### config.mk
export PLATFORM = sky130hd
export DESIGN_NAME = utf8_encoding_validator_flat
export DESIGN_NICKNAME = d
export VERILOG_FILES = /design/src/rtl/core/utf8v_pkg.sv /design/src/rtl/core/utf8v_if.sv /design/src/rtl/core/utf8_encoding_validator.sv /design/src/flat_wrapper.sv
export SDC_FILE = /design/constraint.sdc
export NUM_CORES = 1
export LEC_CHECK = 0
export BUFFER_PORTS_ARGS = -buffer_cell sky130_fd_sc_hd__buf_2
export CAP_MARGIN = 20
export CORE_UTILIZATION = 56
export CTS_BUF_LIST = sky130_fd_sc_hd__clkbuf_16
export DETAILED_ROUTE_END_ITERATION = 7
export PLACE_DENSITY = 0.82
export SYNTH_ARGS = -nofsm -noshare
export SYNTH_HDL_FRONTEND = slang
export SYNTH_SLANG_ARGS = --single-unit
### constraint.sdc
create_clock -name i_clk -period 3.35 [get_ports i_clk]
set_input_delay 0.67 -clock i_clk [delete_from_list [all_inputs] [get_ports i_clk]]
set_output_delay 0.67 -clock i_clk [all_outputs]
set_load 0.005 [all_outputs]
### src/rtl/core/utf8v_pkg.sv
// Package for the UTF-8 validator: field widths, byte class constants and
// the rule code for the second byte of a sequence. It has no dependencies.
package utf8v_pkg;

    localparam int unsigned ByteW    = 8;
    localparam int unsigned PendingW = 2;

    // Lead byte prefixes, compared against the top bits of the byte.
    localparam logic [2:0] Lead2Tag  = 3'h6;   // 110xxxxx
    localparam logic [3:0] Lead3Tag  = 4'hE;   // 1110xxxx
    localparam logic [4:0] Lead4Tag  = 5'h1E;  // 11110xxx
    localparam logic [1:0] FollowTag = 2'h2;   // 10xxxxxx

    // Limits that reject overlong forms.
    localparam logic [ByteW-1:0] AsciiTop  = 8'h80;
    localparam logic [ByteW-1:0] Lead2Min  = 8'hC2;
    localparam logic [ByteW-1:0] LeadE0    = 8'hE0;
    localparam logic [ByteW-1:0] AfterE0   = 8'hA0;
    localparam logic [ByteW-1:0] LeadF0    = 8'hF0;
    localparam logic [ByteW-1:0] AfterF0   = 8'h90;

    localparam logic [PendingW-1:0] Pend0 = 2'd0;
    localparam logic [PendingW-1:0] Pend1 = 2'd1;
    localparam logic [PendingW-1:0] Pend2 = 2'd2;
    localparam logic [PendingW-1:0] Pend3 = 2'd3;

    // Extra limit on the byte that follows the lead.
    typedef enum logic [1:0] {
        RULE_NONE = 2'd0,
        RULE_E0   = 2'd1,
        RULE_F0   = 2'd2
    } t_rule;

endpackage

### src/rtl/core/utf8v_if.sv
// Stream interfaces of the UTF-8 validator: the byte channel in and the
// verdict channel out, each with valid/ready. Depends on utf8v_pkg.
interface utf8v_byte_if import utf8v_pkg::*; ();
    logic             valid;
    logic             ready;
    logic [ByteW-1:0] data_byte;
    logic             last_byte;

    modport source (output valid, output data_byte, output last_byte, input ready);
    modport sink   (input valid, input data_byte, input last_byte, output ready);
endinterface

interface utf8v_res_if;
    logic valid;
    logic ready;
    logic valid_res;
    logic done_res;

    modport source (output valid, output valid_res, output done_res, input ready);
    modport sink   (input valid, input valid_res, input done_res, output ready);
endinterface

### src/rtl/core/utf8_encoding_validator.sv
// UTF-8 encoding validator, top level. Depends on utf8v_pkg and on the
// stream interfaces in utf8v_if.sv.

// The block takes one byte of a string per item and returns one verdict
// item for each byte. The verdict says whether the string is well formed
// UTF-8 so far; on the item that carries last_byte it is final, and it is
// then also cleared if a multi-byte sequence is still open. An error is
// sticky until the end of the string, after which the next byte starts a
// new string. Overlong two-byte leads (below C2) and overlong three- and
// four-byte forms (E0 followed by a byte below A0, F0 followed by a byte
// below 90) are rejected; surrogates are not checked and leads F4 to F7
// pass. The state update is a single small step from the current state and
// the byte, so a byte can be accepted in every cycle unless the input is
// stalled. A verdict is registered in the result register, or in the skid
// register while the result register holds one not being taken. With both
// output registers the input stays ready while one verdict waits; the input
// stalls only when both hold a verdict that has not been taken.
module utf8_encoding_validator
    import utf8v_pkg::*;
(
    input  logic       i_clk,
    input  logic       i_rst_n,
    utf8v_byte_if.sink   i_in,
    utf8v_res_if.source  o_res
);

    // Scan state for the current string.
    logic [PendingW-1:0] r_pending, n_pending;
    t_rule               r_rule,    n_rule;
    logic                r_err,     n_err;

    // Output register and skid register.
    logic r_out_vld, r_out_ok, r_out_done;
    logic r_skid_vld, r_skid_ok, r_skid_done;

    logic             push;
    logic             pop;
    logic             res_ok;
    logic [ByteW-1:0] c;

    assign c          = i_in.data_byte;
    assign i_in.ready = !r_skid_vld;
    assign push       = i_in.valid && i_in.ready;
    assign pop        = r_out_vld && o_res.ready;

    // Next scan state and the verdict for the incoming byte.
    always_comb begin
        logic [PendingW-1:0] step_pending;
        t_rule               step_rule;
        logic                step_err;

        step_pending = r_pending;
        step_rule    = r_rule;
        step_err     = r_err;

        if (!r_err) begin
            if (r_pending == Pend0) begin
                // Lead byte.
                if (c < AsciiTop) begin
                    step_err = 1'b0;
                end else if (c[7:5] == Lead2Tag) begin
                    if (c < Lead2Min) begin
                        step_err = 1'b1;
                    end else begin
                        step_pending = Pend1;
                    end
                end else if (c[7:4] == Lead3Tag) begin
                    step_pending = Pend2;
                    step_rule    = (c == LeadE0) ? RULE_E0 : RULE_NONE;
                end else if (c[7:3] == Lead4Tag) begin
                    step_pending = Pend3;
                    step_rule    = (c == LeadF0) ? RULE_F0 : RULE_NONE;
                end else begin
                    step_err = 1'b1;
                end
            end else begin
                // Continuation byte, with the overlong limit on the first one.
                if (c[7:6] != FollowTag) begin
                    step_err = 1'b1;
                end else if (r_rule == RULE_E0 && c < AfterE0) begin
                    step_err = 1'b1;
                end else if (r_rule == RULE_F0 && c < AfterF0) begin
                    step_err = 1'b1;
                end else begin
                    step_rule    = RULE_NONE;
                    step_pending = r_pending - Pend1;
                end
            end
        end

        res_ok = !step_err && !(i_in.last_byte && step_pending != Pend0);

        // The end of a string returns the scan state to its start.
        if (i_in.last_byte) begin
            n_pending = Pend0;
            n_rule    = RULE_NONE;
            n_err     = 1'b0;
        end else begin
            n_pending = step_pending;
            n_rule    = step_rule;
            n_err     = step_err;
        end
    end

    always_ff @(posedge i_clk) begin
        if (!i_rst_n) begin
            r_pending <= Pend0;
            r_rule    <= RULE_NONE;
            r_err     <= 1'b0;
        end else if (push) begin
            r_pending <= n_pending;
            r_rule    <= n_rule;
            r_err     <= n_err;
        end
    end

    // Output side: the skid register fills only when a new verdict arrives
    // while the output register holds one that is not being taken.
    always_ff @(posedge i_clk) begin
        if (!i_rst_n) begin
            r_out_vld  <= 1'b0;
            r_skid_vld <= 1'b0;
        end else begin
            if (pop) begin
                if (r_skid_vld) begin
                    r_out_vld  <= 1'b1;
                    r_skid_vld <= 1'b0;
                end else begin
                    r_out_vld <= push;
                end
            end else if (!r_out_vld) begin
                r_out_vld <= push;
            end else if (push) begin
                r_skid_vld <= 1'b1;
            end
        end
    end

    always_ff @(posedge i_clk) begin
        if (pop && r_skid_vld) begin
            r_out_ok   <= r_skid_ok;
            r_out_done <= r_skid_done;
        end else if (push && (pop || !r_out_vld)) begin
            r_out_ok   <= res_ok;
            r_out_done <= i_in.last_byte;
        end
        if (push && r_out_vld && !pop) begin
            r_skid_ok   <= res_ok;
            r_skid_done <= i_in.last_byte;
        end
    end

    assign o_res.valid     = r_out_vld;
    assign o_res.valid_res = r_out_ok;
    assign o_res.done_res  = r_out_done;

endmodule
### src/flat_wrapper.sv
// flat-port wrapper written by rule: the top's interface ports become plain ports
module utf8_encoding_validator_flat import utf8v_pkg::*;
  (i_clk, i_rst_n, i_in_valid, i_in_data_byte, i_in_last_byte, i_in_ready, o_res_valid, o_res_valid_res, o_res_done_res, o_res_ready);
  utf8v_byte_if i_in_i ();
  utf8v_res_if o_res_i ();
  input  logic i_clk;
  input  logic i_rst_n;
  input wire logic [$bits(i_in_i.valid)-1:0] i_in_valid;
  input wire logic [$bits(i_in_i.data_byte)-1:0] i_in_data_byte;
  input wire logic [$bits(i_in_i.last_byte)-1:0] i_in_last_byte;
  output wire logic [$bits(i_in_i.ready)-1:0] i_in_ready;
  output wire logic [$bits(o_res_i.valid)-1:0] o_res_valid;
  output wire logic [$bits(o_res_i.valid_res)-1:0] o_res_valid_res;
  output wire logic [$bits(o_res_i.done_res)-1:0] o_res_done_res;
  input wire logic [$bits(o_res_i.ready)-1:0] o_res_ready;
  assign i_in_i.valid = i_in_valid;
  assign i_in_i.data_byte = i_in_data_byte;
  assign i_in_i.last_byte = i_in_last_byte;
  assign i_in_ready = i_in_i.ready;
  assign o_res_valid = o_res_i.valid;
  assign o_res_valid_res = o_res_i.valid_res;
  assign o_res_done_res = o_res_i.done_res;
  assign o_res_i.ready = o_res_ready;
  utf8_encoding_validator u_core (.i_clk(i_clk), .i_rst_n(i_rst_n), .i_in(i_in_i), .o_res(o_res_i));
endmodule
Word-level counts from Yosys, hierarchy flattened
Cells that the tools add are included.
{ "classes": {"add_sub_neg": 1, "order_cmp": 4, "eq_ne": 15, "muxes": 41, "bitwise_logic": 1, "n_reduce_logical": 22} }
{ "ops": {"columns": ["op", "count"], "rows": [
  ["$mux 2", 22],
  ["$lt 8x8->1 const B", 4],
  ["$mux 1", 19],
  ["$eq 8x8->1 const B", 2],
  ["$logic_and 1x1->1", 10],
  ["$ne 3x2->1 const B", 3],
  ["$reduce_and 8->1", 1],
  ["$ne 3x3->1 const B", 2],
  ["$eq 5x5->1 const B", 1],
  ["$logic_not 1->1", 5],
  ["$eq 4x4->1 const B", 1],
  ["$ne 2x2->1 const B", 2],
  ["$ne 4x4->1 const B", 1],
  ["$reduce_bool 2->1", 2],
  ["$eq 3x3->1 const B", 1],
  ["$eq 2x1->1 const B", 1],
  ["$eq 2x2->1 const B", 1],
  ["$logic_not 2->1", 1],
  ["$reduce_and 2->1", 1],
  ["$reduce_or 2->1", 1],
  ["$sub 2x1->2 const B", 1],
  ["$logic_or 1x1->1", 1],
  ["$not 1->1", 1]
]} }
{ "totals": {"ff_bits": 11, "out_inout_bits": 4, "word_cells": 93} }

Longest topological paths before layout
{ "logic_depth": {"depth_word": 13, "ltp_mapped": 7, "ltp_nobuf": 7} }

Worst setup path after synthesis
Ideal clock, no wire load.
{ "synth_path": {"path_type": "input -> register", "startpoint": "input i_in_data_byte[4]", "endpoint": "register u_core.r_out_ok (netlist: u_core.o_res.valid_res), data pin", "arrival_ns": 1.861, "required_time_ns": 3.088, "path_slack_ns": 1.227, "stages": 5, "path_buffers": 0, "cell_sequence": "or3b_2 and3_2 a221o_1 a41oi_1 o21ai_1"} }
{ "synth_between": {"elab_chain_len": 13, "word_cells_on_any_way": 35} }
{ "synth_lines": {"columns": ["item", "line", "text"], "rows": [
  ["start: declaration", "flat_wrapper.sv:9", "input wire logic [$bits(i_in_i.data_byte)-1:0] i_in_data_byte;"],
  ["$lt 8x8->1 or $eq 5x5->1 (tied branches)", "utf8_encoding_validator.sv:82, utf8_encoding_validator.sv:70", null],
  ["$logic_and 1x1->1 or $mux 2 (tied branches)", "utf8_encoding_validator.sv:82, utf8_encoding_validator.sv:70", null],
  ["$mux 2 (on tied branches)", "utf8_encoding_validator.sv:82, utf8_encoding_validator.sv:67", null],
  ["$mux 2 (on tied branches)", "utf8_encoding_validator.sv:80, utf8_encoding_validator.sv:61", null],
  ["$mux 2 (on tied branches)", "utf8_encoding_validator.sv:78, utf8_encoding_validator.sv:59", null],
  ["$mux 2", "utf8_encoding_validator.sv:57", "if (r_pending == Pend0) begin"],
  ["$mux 2", "utf8_encoding_validator.sv:56", "if (!r_err) begin"],
  ["$reduce_bool 2->1", "utf8_encoding_validator.sv:91", "res_ok = !step_err && !(i_in.last_byte && step_pending != Pend0);"],
  ["$logic_and 1x1->1", "utf8_encoding_validator.sv:91", null],
  ["$logic_not 1->1", "utf8_encoding_validator.sv:91", null],
  ["$logic_and 1x1->1 *", "utf8_encoding_validator.sv:91", null],
  ["$mux 1 *", "utf8_encoding_validator.sv:143", "end else if (push && (pop || !r_out_vld)) begin"],
  ["$mux 1 *", "utf8_encoding_validator.sv:140", "if (pop && r_skid_vld) begin"],
  ["end signal: assignment", "utf8_encoding_validator.sv:141", "r_out_ok <= r_skid_ok;"],
  ["end signal: assignment", "utf8_encoding_validator.sv:144", "r_out_ok <= res_ok;"],
  ["end: declaration", "utf8_encoding_validator.sv:33", "logic r_out_vld, r_out_ok, r_out_done;"]
]} }
Mark *: on every way between the ends. The rest lies on a longest branch, timed or not. The select of a mux whose other input is x is not followed.
A chain may end at the register's enable or synchronous reset.

Worst setup path in the final report
Same ends and word-level chain as after synthesis.

==> results.yml <==
outcome:
  outcome: "finished clean"
setup_path:
  r2r-end: "u_core.r_rule[0]"
  critPathRequiredTime_ns: 3.34
  rrSetupSlack_ns: 1.27
  end_kind: "flop"
  reg2reg_from: "u_core.r_pending[0]"
  worstSetupPathType: "primary input to flop"
  cp.arrival_ns: 2.10
  crit_fanout: 7
  reg2reg_depth: 7
  start_kind: "primary input"
  critPathLaunch: "i_in_data_byte[4]"
worst_hold_path:
  min_path_cells: 2
  hold_end: "u_core.r_rule[0]"
  hold_class: "flop to flop"
  min_from: "u_core.r_rule[0]"
routing:
  routed_wl_mm: 1.89
  post_drt_wl_per_cell_um: 15.0
  first_iter_violations: 58
  dr.pass1.iters: 4
  drtAntennaViolNets: 0
  route.detailed.drc: 0
  vias_per_cell: 6.51
  via_count: 820
synthesis:
  synthTopCellsByCount: "a21oi_1, inv_1, dfxtp_1, nand2_1, o21ai_0"
  synth_ff_type: "dfxtp_1"
  synth_seq_cells: 11
  syn_nets: 106
  netlist_top_cells_area: "dfxtp_1, edfxtp_1, a21oi_1"
  synth-edff-count: 4
  async_flop_share: 0
  syn_area_per_cell_sq_um: 8.83
  ys_warn_count: 0
  yosys.area.top_type: "dfxtp_1"
  synthDistinctLibCells: 42
  netlist_area_sq_um: 812
  synth_top_area_frac: 0.173
  yosysMostFrequentCell: "a21oi_1"
  ys_seq_area_frac: 0.320
  syn_inst: 92
cells_and_area:
  layout.nets: 126
  antennaDiodeCount: 0
  syn2layout_area_growth_pct: 20.2
  instances_no_fill: 126
  stdcell_area_sq_um: 976
  layout-drive-gt1-share: 0.306
sta:
  report.final.hold_viol_count: 0
  finalSetupViolations: 0
  max_freq_mhz: 473
  final_max_slew_viol_count: 0
  tns_ns: 0
  worst_slack_ns: 1.23
  period_share: 0.632
  relSlewSlack: 0.660
  rsz0062_at_grt: "no"
  finalClockSkew_ns: 0.00577
  worst_pin_slew_ns: 0.506
  finalCriticalPeriod_ns: 2.12
floorplanning:
  die_w_um: 40.1
  design.die.area_sq_um: 1610
  die_h_um: 40.1
  start_util: 0.616
  fp-row-count: 13
  fp.coreArea_sq_um: 1320
  ios: 17
clock_network:
  worstSkewPairLatency_ns: 0.24
  cts_tree: "yes"
  clock-sinks: 11
  cts_root_buf: "clkbuf_16"
  clockBufferDepth: 2
  cts_setup_buffers: 0
  ctsResizeCount: 0
  htreeDepth: 1
  cts_buffers: 3
  cts.clk_slew.worst_paths_ns: 0.04
  cts.hold.buffers_added: 0
global_routing:
  antenna_found_initial: 0
  overflow: 0
  grt_max_degree: 13
  grtUsageTotal: 0.267
  grt_pass1_vias: 668
  grt_first_pass_wirelength_mm: 2.88
job:
  cap_violations: 0
placed_design:
  place_congestion: 0.932
  place_area_sq_um: 897
  io_buffers: 16
  hpwl_mm: 1.39
  placed_cells: 122
  pre_cts_ws_ns: 0.983
pwr:
  ir_drop_mv: 0.328
  p_leak_nw: 0.394
  power_density_nw_per_um2: 455
## how the worst max path moves through the flow
stage,to,slack [ns],cells past startpoint
floorplan,u_core.o_res.valid_res,1.23,5
global placement,u_core.o_res.valid_res,1.05,6
detailed placement,u_core.o_res.valid_res,0.98,6
CTS,u_core.o_res.valid_res,1.23,6
global route,u_core.o_res.valid_res,1.09,6
finish,u_core.o_res.valid_res,1.23,6
## state kept, by name, summed over array words and instances, names as in the netlist
signal,count
u_core.r_pending,2
u_core.r_skid_ok,1
u_core.r_rule,2
u_core.o_res.valid,1
u_core.r_skid_vld,1
u_core.o_res.done_res,1
u_core.o_res.valid_res,1
u_core.r_err,1
u_core.r_skid_done,1
## cells in the final DEF, fill, tap and decap left out, types with 3 or more instances in the layout
master / count
a21oi_1: 10
buf_2: 16
clkbuf_16: 3
dfxtp_1: 7
edfxtp_1: 4
inv_1: 9
nand2_1: 6
nand3_1: 3
nor2_1: 4
o21ai_0: 6
## routing by layer
layer	up-vias	GRT usage	part of all wire
li1	399	-	-
met1	378	0.367	0.46
met2	36	0.415	0.47
met3	7	0.0333	0.047
met4	0	0.112	0.023
met5	-	0	0
## logic make-up after synthesis
| family | synth area share |
|---|---|
| AOI/OAI and AO/OA | 0.287 |
| adders and majority gates | 0.0154 |
| buffers and inverters | 0.0539 |
| DFF | 0.320 |
| muxes | 0.0139 |
| and+or+nand+nor | 0.310 |
## layout make-up
type                       instances  area [sq um]
clock buffer                       3          75.1
timing repair buffer              16          80.1
fill                              96           342
multi-input combinational         72           508
clock inverter                     1          3.75
tap                               15          18.8
inverter                           8          30.0
sequential                        11           260
## power by group
part / internal [mW] / switching, mW
Clock: 0.157 / 0.0601
Sequential: 0.147 / 0.00508
Combinational: 0.0321 / 0.0427
Total: 0.336 / 0.108
## worst max-delay path, cell delays in order
cell and delay [ns]:
buf_2 0.13, nor4_1 0.49, o31ai_1 0.16, a221o_1 0.35, a41oi_1 0.22, o21ai_1 0.08
## metrics by stage
step	hold slack [ns]	power, mW	utilization
3_3_place_gp	0.477	0.225	0.681
5_1_grt	0.509	0.462	0.741
4_1_cts	0.490	0.444	0.741
3_5_place_dp	0.485	0.227	0.681
2_1_floorplan	0.461	0.202	-
6_report	0.493	0.444	0.741
Power figures use the tool's default switching activity.
